[src/sv/lrps_pkg.sv]
// Shared types, constants and helpers for the latching relay pulse sequencer.
`default_nettype none

package lrps_pkg;

  localparam int unsigned LINE_W  = 12;
  localparam int unsigned GROUP_W = 6;
  localparam int unsigned CMD_W   = 16;
  localparam int unsigned TICK_W  = 8;

  localparam logic [LINE_W-1:0]  IDLE_LINES    = 12'h555;
  localparam logic [CMD_W-1:0]   CMD_RESET     = 16'h5A5A;
  localparam logic [TICK_W-1:0]  PULSE_LEN_RST = 8'd5;
  localparam logic [TICK_W-1:0]  TICK_MAX      = 8'hFF;

  // Sequence step; codes 6 and 7 are unused
  typedef enum logic [2:0] {
    STEP_IDLE       = 3'd0,
    STEP_START      = 3'd1,
    STEP_WAIT_A_SET = 3'd2,
    STEP_WAIT_B_SET = 3'd3,
    STEP_WAIT_A_RST = 3'd4,
    STEP_WAIT_B_RST = 3'd5
  } seq_step_t;

  // Coil drive lines PS1, PR1, PS2, PR2
  typedef struct packed {
    logic b_rst;
    logic b_set;
    logic a_rst;
    logic a_set;
  } coil_t;

  localparam coil_t COIL_IDLE = '{b_rst: 1'b1, b_set: 1'b0, a_rst: 1'b1, a_set: 1'b0};

  // One result transaction
  typedef struct packed {
    logic [LINE_W-1:0] relay_lines;
    coil_t             coil;
    logic              busy;
  } lrps_result_t;

  // Mark both lines of every relay pair whose group bit equals want_set
  function automatic logic [LINE_W-1:0] pair_mask(input logic [GROUP_W-1:0] bits,
                                                   input logic want_set);
    logic [LINE_W-1:0] m;
    int                k;
    m = '0;
    for (k = 0; k < GROUP_W; k++) begin
      if (bits[k] == want_set) begin
        m[2*k]   = 1'b1;
        m[2*k+1] = 1'b1;
      end
    end
    return m;
  endfunction

endpackage

`default_nettype wire

[src/sv/lrps_core.sv]
// Sequencer state, pulse step logic and pulse length register.
`default_nettype none

module lrps_core import lrps_pkg::*; (
  input  wire logic               clk,
  input  wire logic               rst_n,
  input  wire logic               cfg_wr_en,
  input  wire logic [TICK_W-1:0]  cfg_wr_data,
  input  wire logic               fire,
  input  wire logic               mode,
  input  wire logic [CMD_W-1:0]   cmd,
  output lrps_result_t            res
);

  seq_step_t            step_r, step_nxt;
  logic [CMD_W-1:0]     stored_r, stored_nxt;
  logic [GROUP_W-1:0]   grp_a_r, grp_a_nxt;
  logic [GROUP_W-1:0]   grp_b_r, grp_b_nxt;
  logic [TICK_W-1:0]    tick_r, tick_nxt;
  logic [LINE_W-1:0]    lines_r, lines_nxt;
  coil_t                coil_r, coil_nxt;
  logic [TICK_W-1:0]    pulse_len_r;
  logic                 expired;
  logic [GROUP_W-1:0]   cmd_a, cmd_b;

  // Split the command into even-bit and odd-bit groups
  assign cmd_a = {cmd[10], cmd[8], cmd[6], cmd[4], cmd[2], cmd[0]};
  assign cmd_b = {cmd[11], cmd[9], cmd[7], cmd[5], cmd[3], cmd[1]};
  assign expired = tick_r > pulse_len_r;

  // Hold the pulse length register
  always_ff @(posedge clk) begin
    if (!rst_n) begin
      pulse_len_r <= PULSE_LEN_RST;
    end else if (cfg_wr_en) begin
      pulse_len_r <= cfg_wr_data;
    end
  end

  // Advance the state on each processed transaction
  always_ff @(posedge clk) begin
    if (!rst_n) begin
      step_r   <= STEP_IDLE;
      stored_r <= CMD_RESET;
      grp_a_r  <= '0;
      grp_b_r  <= '0;
      tick_r   <= '0;
      lines_r  <= IDLE_LINES;
      coil_r   <= COIL_IDLE;
    end else if (fire) begin
      step_r   <= step_nxt;
      stored_r <= stored_nxt;
      grp_a_r  <= grp_a_nxt;
      grp_b_r  <= grp_b_nxt;
      tick_r   <= tick_nxt;
      lines_r  <= lines_nxt;
      coil_r   <= coil_nxt;
    end
  end

  // Compute next step, latches and tick count
  always_comb begin
    step_nxt   = step_r;
    stored_nxt = stored_r;
    grp_a_nxt  = grp_a_r;
    grp_b_nxt  = grp_b_r;
    tick_nxt   = tick_r;
    lines_nxt  = lines_r;
    coil_nxt   = coil_r;
    if (mode) begin
      if (tick_r != TICK_MAX) begin
        tick_nxt = tick_r + 1'b1;
      end
    end else begin
      unique case (step_r)
        STEP_IDLE: begin
          if (cmd != stored_r) begin
            stored_nxt = cmd;
            grp_a_nxt  = cmd_a;
            grp_b_nxt  = cmd_b;
            step_nxt   = STEP_START;
          end
        end
        STEP_START: begin
          lines_nxt      = lines_r & ~pair_mask(grp_a_r, 1'b1);
          coil_nxt.a_set = 1'b1;
          coil_nxt.a_rst = 1'b1;
          tick_nxt       = '0;
          step_nxt       = STEP_WAIT_A_SET;
        end
        STEP_WAIT_A_SET: begin
          if (expired) begin
            lines_nxt      = IDLE_LINES & ~pair_mask(grp_b_r, 1'b1);
            coil_nxt.a_set = 1'b0;
            coil_nxt.a_rst = 1'b1;
            coil_nxt.b_set = 1'b1;
            coil_nxt.b_rst = 1'b1;
            tick_nxt       = '0;
            step_nxt       = STEP_WAIT_B_SET;
          end
        end
        STEP_WAIT_B_SET: begin
          if (expired) begin
            lines_nxt      = IDLE_LINES | pair_mask(grp_a_r, 1'b0);
            coil_nxt.b_set = 1'b0;
            coil_nxt.b_rst = 1'b1;
            coil_nxt.a_set = 1'b0;
            coil_nxt.a_rst = 1'b0;
            tick_nxt       = '0;
            step_nxt       = STEP_WAIT_A_RST;
          end
        end
        STEP_WAIT_A_RST: begin
          if (expired) begin
            lines_nxt      = IDLE_LINES | pair_mask(grp_b_r, 1'b0);
            coil_nxt.a_set = 1'b0;
            coil_nxt.a_rst = 1'b1;
            coil_nxt.b_set = 1'b0;
            coil_nxt.b_rst = 1'b0;
            tick_nxt       = '0;
            step_nxt       = STEP_WAIT_B_RST;
          end
        end
        STEP_WAIT_B_RST: begin
          if (expired) begin
            lines_nxt      = IDLE_LINES;
            coil_nxt.b_set = 1'b0;
            coil_nxt.b_rst = 1'b1;
            tick_nxt       = '0;
            step_nxt       = STEP_IDLE;
          end
        end
        default: begin
          step_nxt = STEP_IDLE;
        end
      endcase
    end
  end

  // Drive the result from the post-step state
  assign res.relay_lines = lines_nxt;
  assign res.coil        = coil_nxt;
  assign res.busy        = (step_nxt != STEP_IDLE);

  // A set coil is only ever driven together with its reset coil
  a_coil_a_pair: assert property (@(posedge clk) disable iff (!rst_n)
    coil_r.a_set |-> coil_r.a_rst)
    else $error("group A set coil without reset coil");

  a_coil_b_pair: assert property (@(posedge clk) disable iff (!rst_n)
    coil_r.b_set |-> coil_r.b_rst)
    else $error("group B set coil without reset coil");

  // Idle step always shows the idle drive pattern
  a_idle_pattern: assert property (@(posedge clk) disable iff (!rst_n)
    (step_r == STEP_IDLE) |-> (coil_r == COIL_IDLE && lines_r == IDLE_LINES))
    else $error("idle step with non-idle drive pattern");

  // A tick never moves the sequence
  a_tick_holds_step: assert property (@(posedge clk) disable iff (!rst_n)
    (fire && mode) |=> $stable(step_r))
    else $error("tick transaction changed the sequence step");

endmodule

`default_nettype wire

[src/sv/latching_relay_pulse_sequencer.sv]
// Top level: input register, sequencer core and result register.
//
//   channel  direction  handshake              payload
//   in_      in         in_valid / in_stall    in_mode, in_cmd_low, in_cmd_high
//   out_     out        out_valid / out_stall  out_relay_lines, out_group_*, out_busy_res
//   cfg_     in         cfg_wr_en              cfg_wr_data (pulse_length)
//
// One transaction per cycle is accepted unless in_stall is high; its result is offered later.
// The input register and the result register form a two-stage pipe; the core state
// updates when the held transaction moves into the result register.
// A stalled result holds the pipe; the input register still takes one transaction.
// Synchronous active-low reset restores idle lines 0x555, reset coils on, pulse length 5.
`default_nettype none

module latching_relay_pulse_sequencer import lrps_pkg::*; (
  input  wire logic               clk,
  input  wire logic               rst_n,
  input  wire logic               cfg_wr_en,
  input  wire logic [7:0]         cfg_wr_data,
  input  wire logic               in_valid,
  output logic                    in_stall,
  input  wire logic               in_mode,
  input  wire logic [7:0]         in_cmd_low,
  input  wire logic [7:0]         in_cmd_high,
  output logic                    out_valid,
  input  wire logic               out_stall,
  output logic [11:0]             out_relay_lines,
  output logic                    out_group_a_set,
  output logic                    out_group_a_reset,
  output logic                    out_group_b_set,
  output logic                    out_group_b_reset,
  output logic                    out_busy_res
);

  logic               hold_valid_r, hold_valid_nxt;
  logic               mode_r;
  logic [CMD_W-1:0]   cmd_r;
  logic               out_valid_r, out_valid_nxt;
  lrps_result_t       res_r;
  lrps_result_t       res;
  logic               in_accept;
  logic               advance;

  // Move the held transaction on when the result register is free or draining
  assign advance   = hold_valid_r && (!out_valid_r || !out_stall);
  assign in_stall  = hold_valid_r && !advance;
  assign in_accept = in_valid && !in_stall;

  always_comb begin
    hold_valid_nxt = in_accept ? 1'b1 : (hold_valid_r && !advance);
    out_valid_nxt  = advance ? 1'b1 : (out_valid_r && out_stall);
  end

  // Hold the accepted transaction
  always_ff @(posedge clk) begin
    if (!rst_n) begin
      hold_valid_r <= 1'b0;
    end else begin
      hold_valid_r <= hold_valid_nxt;
    end
  end

  always_ff @(posedge clk) begin
    if (in_accept) begin
      mode_r <= in_mode;
      cmd_r  <= {in_cmd_high, in_cmd_low};
    end
  end

  lrps_core u_core (
    .clk         (clk),
    .rst_n       (rst_n),
    .cfg_wr_en   (cfg_wr_en),
    .cfg_wr_data (cfg_wr_data),
    .fire        (advance),
    .mode        (mode_r),
    .cmd         (cmd_r),
    .res         (res)
  );

  // Capture the result transaction
  always_ff @(posedge clk) begin
    if (!rst_n) begin
      out_valid_r <= 1'b0;
    end else begin
      out_valid_r <= out_valid_nxt;
    end
  end

  always_ff @(posedge clk) begin
    if (advance) begin
      res_r <= res;
    end
  end

  assign out_valid         = out_valid_r;
  assign out_relay_lines   = res_r.relay_lines;
  assign out_group_a_set   = res_r.coil.a_set;
  assign out_group_a_reset = res_r.coil.a_rst;
  assign out_group_b_set   = res_r.coil.b_set;
  assign out_group_b_reset = res_r.coil.b_rst;
  assign out_busy_res      = res_r.busy;

  // Every processed transaction lands in the result register
  a_advance_fills: assert property (@(posedge clk) disable iff (!rst_n)
    advance |=> out_valid_r)
    else $error("processed transaction did not produce a result");

  // Input side stalls only while a transaction is held
  a_stall_needs_hold: assert property (@(posedge clk) disable iff (!rst_n)
    in_stall |-> (hold_valid_r && out_valid_r && out_stall))
    else $error("input stalled without a blocked transaction");

  // A held transaction that cannot move stays held
  a_hold_kept: assert property (@(posedge clk) disable iff (!rst_n)
    (hold_valid_r && !advance) |=> hold_valid_r)
    else $error("held transaction dropped");

endmodule

`default_nettype wire

[config.mk]
export PLATFORM = sky130hd
export DESIGN_NAME = latching_relay_pulse_sequencer
export DESIGN_NICKNAME = d
export VERILOG_FILES = /design/src/sv/lrps_pkg.sv /design/src/sv/lrps_core.sv /design/src/sv/latching_relay_pulse_sequencer.sv
export SDC_FILE = /design/constraint.sdc
export NUM_CORES = 1
export LEC_CHECK = 0
export ABC_AREA = 0
export BUFFER_PORTS_ARGS = -buffer_cell sky130_fd_sc_hd__buf_4
export CORE_MARGIN = 5
export CORE_UTILIZATION = 40
export CTS_BUF_LIST = sky130_fd_sc_hd__clkbuf_4 sky130_fd_sc_hd__clkbuf_8
export CTS_CLUSTER_DIAMETER = 40
export CTS_CLUSTER_SIZE = 12
export DETAILED_ROUTE_END_ITERATION = 8
export GPL_TIMING_DRIVEN = 0
export PLACE_DENSITY_LB_ADDON = 0.15
export SYNTH_ARGS = -nofsm -noshare
export SYNTH_HDL_FRONTEND = slang
export SYNTH_HIERARCHICAL = 1
export SYNTH_SLANG_ARGS = --single-unit
[constraint.sdc]
create_clock -name clk -period 3.9 [get_ports clk]
set_input_delay 0.975 -clock clk [delete_from_list [all_inputs] [get_ports clk]]
set_output_delay 0.975 -clock clk [all_outputs]
set_load 0.02 [all_outputs]
==> results.txt, run 1 <==
- Run status: finished clean
* Net count after synthesis: 477
- The number of antenna violations at the first check in global routing is 0.
- Critical Path Sink Type: register
- The detailed router placed 3,544 vias in this run.
- Hold WS: 0.495 ns
* Clk slew on worst S/H paths: 0.10 ns
- Number of sinks handled by clock tree synthesis: 93
- Fin util: 47.4%
* Gate count of the mapped netlist: 438
- Post-CTS Hold Fix Bufs: 0
- Kind of launch point of the worst setup path: primary input
* Path class of the lowest-slack min-delay path: register to register
- Routability-driven placement finished with a final weighted congestion of 0.903.
* Final number of setup-violating endpoints: 0
* Share of the synthesized area in the top cell type: 26.9%
* Most frequently used flop master after synthesis: dfxtp_1
* Area growth from synthesis to layout: 16.6%
- On the critical path, the stage with the largest delay is an instance of nor2_1.
- Warnings, synthesis: 6
- Final clock skew: 0.0146 ns
- Timing would allow up to 0.289 GHz.
- Count of buffer and inverter cells on the critical path: 3
- After detailed routing, the average wire length per cell comes to 16.3 um.
* GRT met1 Usage: 23.4%
* Hold path endpoint: u_core/pulse_len_r[2]$_SDFFE_PN1P_
- Horizontal extent of the die: 115 um
* Final critical-path share of the clock period: 88.6%
* Via/cell ratio: 5.53
- Reg2reg end: u_core/lines_r[5]$_SDFFE_PN0P_
- Worst Hold Depth: 2
- The post-route netlist has 16.0% of its cells at a drive strength greater than 1.
- Remaining global-route overflow: 0
- The count of nets left with antenna violations once routing finished came out at 0.
- Max Cap Viol: 0
- Maximum fanout along the worst path: 18
* H-tree Lvls: 3
- Worst slack at placement: -0.255 ns
- Sequential-to-total area share from yosys stat: 50.1%
- Worst slew pin tran: 0.876 ns
* Core Region: 0.0108 mm^2
- The via count of the first global-routing pass is 3,427.
* Total power consumption of the routed design: 1.85 mW
* Layout fillers: 1,008
* Depth of the most critical reg-to-reg path: 8
* Endpoint required time on the critical path: 4.20 ns
- First-pass DRT Iterations: 4
- Synthesized area divided by synthesized cell count: 10.0 um^2
- Antenna cells: 0
- Root buf cell: clkbuf_8
- Wire length of the first global-routing pass: 17,200 um
- Combined global-route utilization of all metal layers: 16.5%
- Met3 track utilization from global routing: 2.32%
* Top-count cell post-synth: dfxtp_1
- After synthesis the netlist holds a flip-flop and latch count of 93.
* Most common cell type on the critical path: nor2_1
- Maximum clock insertion buffer count: 2
- Insertion delay to the later sink of the worst-skew pair: 0.36 ns
- Global-route track usage on met2: 26.0%
- Final-report max-slew violation count: 0
* Die ar.: 0.0132 mm^2
- Drc violations: 0
- Worst-path cell chain: buf_4, a21boi_4, clkbuf_2, inv_1, nor2_1, o311ai_2, nor2_1, o22ai_1, nor2_1
- The synthesized design contains 34 enable-type register cells.
- In this run, post-CTS repair resized a total of 0 instances.
- TritonCTS built the clock tree.
* IO buf count: 47
- For this run, asynchronously set or reset flops after synthesis account for 0%.
- Critical Path AT: 3.75 ns
- Commonest cells in the synthesized netlist: 59 x dfxtp_1, 52 x nor2_1, 36 x nand2_1, 34 x edfxtp_1, 29 x mux2i_1
- Final min period: 3.45 ns
- VDD IR max: 0.231 mV
- Leakage power: 1.80 nW
- After routing, the total negative slack on setup checks comes to 0 ns.
- Largest cells by area after synthesis: dfxtp_1 27%, edfxtp_1 23%, mux2i_1 6.6%
- In this run the tightest slew margin relative to its limit is 41.4%.
- For this run, the slowest stage of the critical path takes 0.61 ns.
- Initial DRC count: 184
- The initial utilization of the core area, before any placement, comes to 40.7%.
* Dpl hpwl: 7700 um
- Final worst-path setup slack: 0.445 ns
* Synthesized area: 0.00439 mm^2
- RSZ-0062 raised after global routing: no
- The worst hold path begins at u_core/pulse_len_r[2]$_SDFFE_PN1P_.
* Type of the worst setup path: primary input to register
- The die is 115 um tall.
- Routing layer with the top usage in global route: met2
* Dominant cell type by area after synthesis: dfxtp_1
- The net count of the finished layout is 535.
* Non-filler cells in the finished layout: 641
* Area taken by multi-input logic gates: 0.00205 mm^2
- Area used by sequential logic in the layout: 0.00220 mm^2
* Number of ports placed on the die boundary: 49
* Number of buffers inserted by post-CTS setup repair: 0
- Number of rows created at floorplan: 38
- Final design instance area without fill: 0.00512 mm^2
- Number of distinct library cell variants in the gate-level netlist after synthesis: 58
- The final layout contains routed wiring with a total length of 10,400 um.
- Clock buffer count from CTS: 9
- Endpoints failing hold: 0
- Entering global routing, the biggest net connects 19 pins.
* Total instance count after detailed placement: 625
- The startpoint identified for the worst register-to-register timing path is hold_valid_r$_SDFF_PN0_.
* Crit-path leading delay family: simple AND/OR/NAND/NOR gates
- Setup slack on the worst reg-to-reg path comes out at 0.78 ns.
- Pwr dens: 362 mW/mm^2
- Summing all placed instances gives a cell area of 0.00492 mm^2.
worst max path at each step:
stage	startpoint	cells after the start	endpoint	slack, ns
after global routing	out_stall	9	u_core/lines_r[5]$_SDFFE_PN0P_	0.22
after detailed placement	out_stall	9	u_core/lines_r[3]$_SDFFE_PN0P_	-0.25
after global placement	out_stall	9	u_core/lines_r[3]$_SDFFE_PN0P_	-0.69
final	out_stall	9	u_core/lines_r[5]$_SDFFE_PN0P_	0.45
after CTS	out_stall	9	u_core/lines_r[5]$_SDFFE_PN0P_	0.13
after floorplan	out_stall	8	u_core/lines_r[11]$_SDFFE_PN0P_	0.49
tightest hold or removal path: stages, from the launching register on:
cell and delay [ns]:
dfxtp_1 0.31, inv_1 0.06, o211ai_1 0.08
metal layers:
layer	up-vias	share of wire, %
li1	1743	-
met1	1666	46
met2	117	46
met3	18	6.1
met4	0	1.9
met5	-	0
sequential cells by signal (all words and copies together), names as in the netlist, 2 cells and up:
signal / flops
u_core/coil_r: 4
cmd_r: 16
u_core/pulse_len_r: 8
u_core/grp_b_r: 4
u_core/step_r: 3
out_relay_lines: 12
u_core/grp_a_r: 2
u_core/lines_r: 12
u_core/stored_r: 16
u_core/tick_r: 8
power breakdown:
group	internal (mW)	total (mW)	switching, mW	leakage [nW]
clock	0.246	0.620	0.374	0.0903
sequential	1.04	1.06	0.0244	0.782
combinational	0.0737	0.172	0.0984	0.927
logic make-up (layout without fill, tap and decap cells):
kind of cell | count (synthesis) | count (layout) | synth area share, %
AO/OA/AOI/OAI | 120 | 120 | 18.9
AND/OR/NAND/NOR | 132 | 132 | 15.0
XOR/XNOR | 17 | 17 | 3.39
flip-flops | 93 | 93 | 50.1
multiplexers | 29 | 29 | 6.61
buffers and inverters | 38 | 101 | 3.39
adder cells (fa/ha/maj) | 9 | 9 | 2.56
placed cells by master, fill, tap and decap left out, types with 16 or more instances in the layout:
cell type / synthesis / layout
nor2_1: 52 / 52
clkbuf_1: 16 / 16
inv_1: 16 / 16
xnor2_1: 17 / 17
buf_4: 0 / 47
nand2_1: 36 / 36
dfxtp_1: 59 / 59
edfxtp_1: 34 / 34
o21ai_0: 26 / 26
mux2i_1: 29 / 29
a21oi_1: 27 / 27
layout make-up:
type	instances	area share [%]
Clock inverter	7	1.25
Inverter	16	1.17
Tap cell	140	3.42
Clock buffer	9	2.42
Buffer	22	1.73
Timing Repair Buffer	47	6.89
Sequential cell	93	43.0
Multi-Input combinational cell	307	40.1
Power figures use the tool's default switching activity.
==> inputs of run 2 (changes only) <==
--- a/config.mk
+++ b/config.mk
@@ -17,5 +17,5 @@
 export PLACE_DENSITY_LB_ADDON = 0.15
 export SYNTH_ARGS = -nofsm -noshare
 export SYNTH_HDL_FRONTEND = slang
-export SYNTH_HIERARCHICAL = 1
 export SYNTH_SLANG_ARGS = --single-unit
+export TNS_END_PERCENT = 1
==> constraint.sdc (replaced) <==
create_clock -name clk -period 3.81 [get_ports clk]
set_input_delay 0.9525 -clock clk [delete_from_list [all_inputs] [get_ports clk]]
set_output_delay 0.9525 -clock clk [all_outputs]
set_load 0.02 [all_outputs]
==> run 2 against run 1 <==
Critical path depth shrank 1. Global-route usage decreased by 0.058 points. Combinational power increased by 15%.
==> results.txt, run 2 <==
* Global placer's final weighted congestion: 0.882 (-2.4%)
- Initial standard-cell utilization of the core: 40.7% (about the same)
- Insertion delay to the later sink of the worst-skew pair: 0.38 ns (+0.02 ns)
- Kind of launch point of the worst setup path: primary input
- The most numerous cell type found on the critical path is nand2_1.
* Total wirelength of the detailed-routed design: 10,400 um (-0.14%)
* Number of enable flip-flop cells after synthesis: 34 (unchanged)
- The data arrival time of the worst path is 2.86 ns (-0.89 ns).
- Antenna cells: 0 (unchanged)
* Power share of the sequential group: 56.1% (-1.2 points)
* Number of ports placed on the die boundary: 49 (unchanged)
- Top-count cell post-synth: dfxtp_1
* Synthesized area: 0.00441 mm^2 (+0.48%)
- The maximum cell stage delay along the critical path is 0.72 ns (+0.11 ns).
- Leading cell types in the layout, fill and taps excluded: 59 x dfxtp_1, 48 x nor2_1, 47 x buf_4
* Crit-path leading delay family: buffers and inverters
- Largest registers ranked by flip-flop count: cmd_r x16, u_core.stored_r x14
- Fmax: 0.389 GHz
* Final clock skew: 0.0171 ns (+0.00253 ns)
* Core Region: 0.0108 mm^2 (+0.44%)
- The horizontal extent of the die came to 115 um (+0.22%).
- Number of rows created at floorplan: 38 (unchanged)
- The wire length of the first global-routing pass is 17,100 um (-1.0%).
- The detailed-routed wire length on met3 was 479 um (-24%).
- The routed length per instance is 16.1 um (-0.76%).
- Count of buffer and inverter cells on the critical path: 2 (-1)
* Number of cells upsized or downsized after cts: 0 (unchanged)
- Combined global-route utilization of all metal layers: 16.4% (-0.058 points)
- Number of sinks handled by clock tree synthesis: 93 (unchanged)
- The maximum number of pins on one net before global-route repair came to 23 (+4).
- Root buf cell: clkbuf_8
- The total overflow reported by the global router was 0 (unchanged).
* Master of the slowest instance on the critical path: inv_1
* Synthesized area divided by synthesized cell count: 9.98 um^2 (-0.43%)
- The worst setup slack after placement came to 0.789 ns (+1.04 ns).
- The switching power as a share of total power was 27.7% (+0.92 points).
- Relative contribution of combinational cells to total power: 10.1% (+0.8 points)
* Clk pwr share: 33.8% (+0.4 points)
- The number of nets with antenna violations after routing is 0 (unchanged).
* Initial DRC count: 225 (+22%)
- The number of buffers inserted by post-CTS setup repair is 0 (unchanged).
* Final-report max-slew violation count: 0 (unchanged)
- After synthesis, the most frequently instantiated cells are 59 x dfxtp_1, 48 x nor2_1, 34 x edfxtp_1, 32 x nand2_1, 31 x mux2i_1.
- Routed signal wires occupy layers up through met4.
* Total instance count after detailed placement: 629 (+0.64%)
* Via/cell ratio: 5.38 (-2.6%)
- Number of global-route vias before repair: 3,396 (-0.90%)
- cmd_r holds more flip-flops than any other register.
- The worst setup path is captured at a register.
* Endpoint required time on the critical path: 4.10 ns (-0.10 ns)
* Drc violations: 0 (unchanged)
- Max Cap Viol: 0 (unchanged)
* Final critical-path share of the clock period: 67.4%
* Post-CTS Hold Fix Bufs: 0 (unchanged)
- The total nets after synthesis came to 481 (+0.84%).
* Dpl hpwl: 7620 um (-1.0%)
- TritonCTS built the clock tree.
* Via total after detailed routing: 3,472 (-2.0%)
- Routed metal-1 wire length: 4950 um (+2.5%)
- Switch Pwr: 0.543 mW (+9.4%)
- Setup repair after global routing left no endpoint under its margin.
- Number of distinct library cell variants in the gate-level netlist after synthesis: 59 (+1.7%)
- TNS Setup: 0 ns (unchanged)
* Maximum clock insertion buffer count: 2 (unchanged)
* Endpoints failing hold: 0 (unchanged)
- VDD IR max: 0.223 mV (-3.4%)
- Pwr dens: 381 mW/mm^2 (+5.3%)
- Final worst-path setup slack: 1.24 ns (+0.795 ns)
* Largest cells by area after synthesis: dfxtp_1 27%, edfxtp_1 23%, mux2i_1 7.0%
- The critical-path maximum fanout was 22 (+4).
- The max-slew headroom at the worst pin came to 40.5% (-0.88 points).
- The proportion of synthesized flip-flops having asynchronous set or reset was 0% (unchanged).
- Warnings, synthesis: 0 (-6)
* Die extent in y: 115 um (+0.22%)
* Final number of setup-violating endpoints: 0 (unchanged)
- Path class of the lowest-slack min-delay path: register to register
* Leakage power: 1.88 nW (+4.3%)
- Total met2 wirelength after detailed routing: 4850 um (+1.8%)
- IO buf count: 47 (unchanged)
* Final min period: 2.57 ns
- The post-route non-filler standard cell count came to 645 (+0.62%).
* Most common cell after layout, fill and taps aside: dfxtp_1
- The internal power component was 1.42 mW (+4.4%).
- Initial antenna violation count: 0 (unchanged)
- The synthesized design spends more area on one cell type than any other, namely dfxtp_1.
- The level count of the clock H-tree is 3 (unchanged).
* Clk slew on worst S/H paths: 0.10 ns (about the same)
- The cell count after synthesis is 442 (+0.91%).
* Worst-path cell chain: buf_4, nand2_1, nand2_1, inv_1, o2111a_1, nor2b_1, mux2i_1, a21oi_1
- Share of the synthesized area in the top cell type: 26.8% (-0.13 points)
* Register bit total from synthesis: 93 (unchanged)
- Type of the worst setup path: primary input to register
* Clock buffer count from CTS: 9 (unchanged)
- The share of the yosys chip area belonging to registers is 49.9% (-0.24 points).
- The final net count came to 539 (+0.75%).
* Die ar.: 0.0132 mm^2 (+0.45%)
* Flip-flop count of the largest register, all copies and words added: 16
- Run status: finished clean
- Fraction of final layout cells with drive strength greater than 1: 16.4% (+0.47 points)
- First-pass DRT Iterations: 5 (+1)
* Worst slew pin tran: 0.892 ns (+0.0162 ns)
* Most frequently used flop master after synthesis: dfxtp_1
* Area growth from synthesis to layout: 16.5% (about the same)
[run 2: cell types whose count changed after synthesis, moves of 5 or more]
| cell | delta |
|---|---|
| o311ai_1 | +6 |
| o211ai_1 | +5 |
| o221a_1 | +6 |
| o32ai_1 | -6 |
| o32a_1 | -9 |
| o221ai_1 | +5 |
[run 2: worst register-to-register path: cells and delay by family, from the launching register on]
family	cells	cell delay [ns]
AND/OR/NAND/NOR	3	0.34
AO/OA/AOI/OAI	3	0.89
adder cells (fa/ha/maj)	1	0.32
buffers and inverters	2	0.35
flip-flops	1	0.36
[run 2: routing by layer]
metal / vias to the layer above / track usage [%]
met5: - / 0
met4: 0 / 5.48
met3: 9 / 3.74
met2: 86 / 26.4
met1: 1629 / 22.0
li1: 1748 / -
[run 2: per-stage QoR]
step	util (%)	total power, mW	area, um^2	hold WS [ns]
floorplan	-	1.24	4410	0.449
global placement	45.6	1.32	4940	0.475
detailed placement	45.6	1.32	4940	0.482
CTS	47.4	1.98	5140	0.501
global route	47.4	2.04	5140	0.531
finish	47.4	1.96	5140	0.501
[run 2: kinds of logic (layout without fill, tap and decap cells)]
logic type / Yosys count / count (layout) / synth area share, %
muxes: 31 / 31 / 7.03
adders and majority gates: 9 / 9 / 2.55
and+or+nand+nor: 121 / 121 / 12.8
DFF: 93 / 93 / 49.9
buffers and inverters: 42 / 105 / 4.11
xor gates and xnor gates: 17 / 17 / 3.37
AOI/OAI and AO/OA: 129 / 129 / 20.2
[run 2: cell type report]
class	count	area [um^2]
buffer	27	125
clock inverter	7	73.8
tap	140	175
multi-input combinational	307	2030
sequential	93	2200
clock buffer	9	124
fill	1051	5700
timing repair buffer	47	353
inverter	15	56.3
[run 2: power by group through the flow]
stage	Combinational, mW	Sequential, mW	Clock [mW]
CTS	0.199	1.10	0.681
global placement	0.195	1.12	0
finish	0.198	1.10	0.662
detailed placement	0.199	1.12	0
floorplan	0.121	1.12	0
global route	0.220	1.11	0.715
[run 2: path summary, 6_finish.rpt]
kind | to | cells past startpoint | startpoint | slack [ns]
worst min-delay path | out_valid$_SDFF_PN0_ | 2 | hold_valid_r$_SDFF_PN0_ | 0.50
worst min register to register | out_valid$_SDFF_PN0_ | 2 | hold_valid_r$_SDFF_PN0_ | 0.50
worst max-delay path | u_core.tick_r[7]$_SDFFE_PN0P_ | 8 | out_stall | 1.24
worst max register to register | u_core.lines_r[2]$_SDFFE_PN1P_ | 9 | u_core.pulse_len_r[7]$_SDFFE_PN0P_ | 1.45
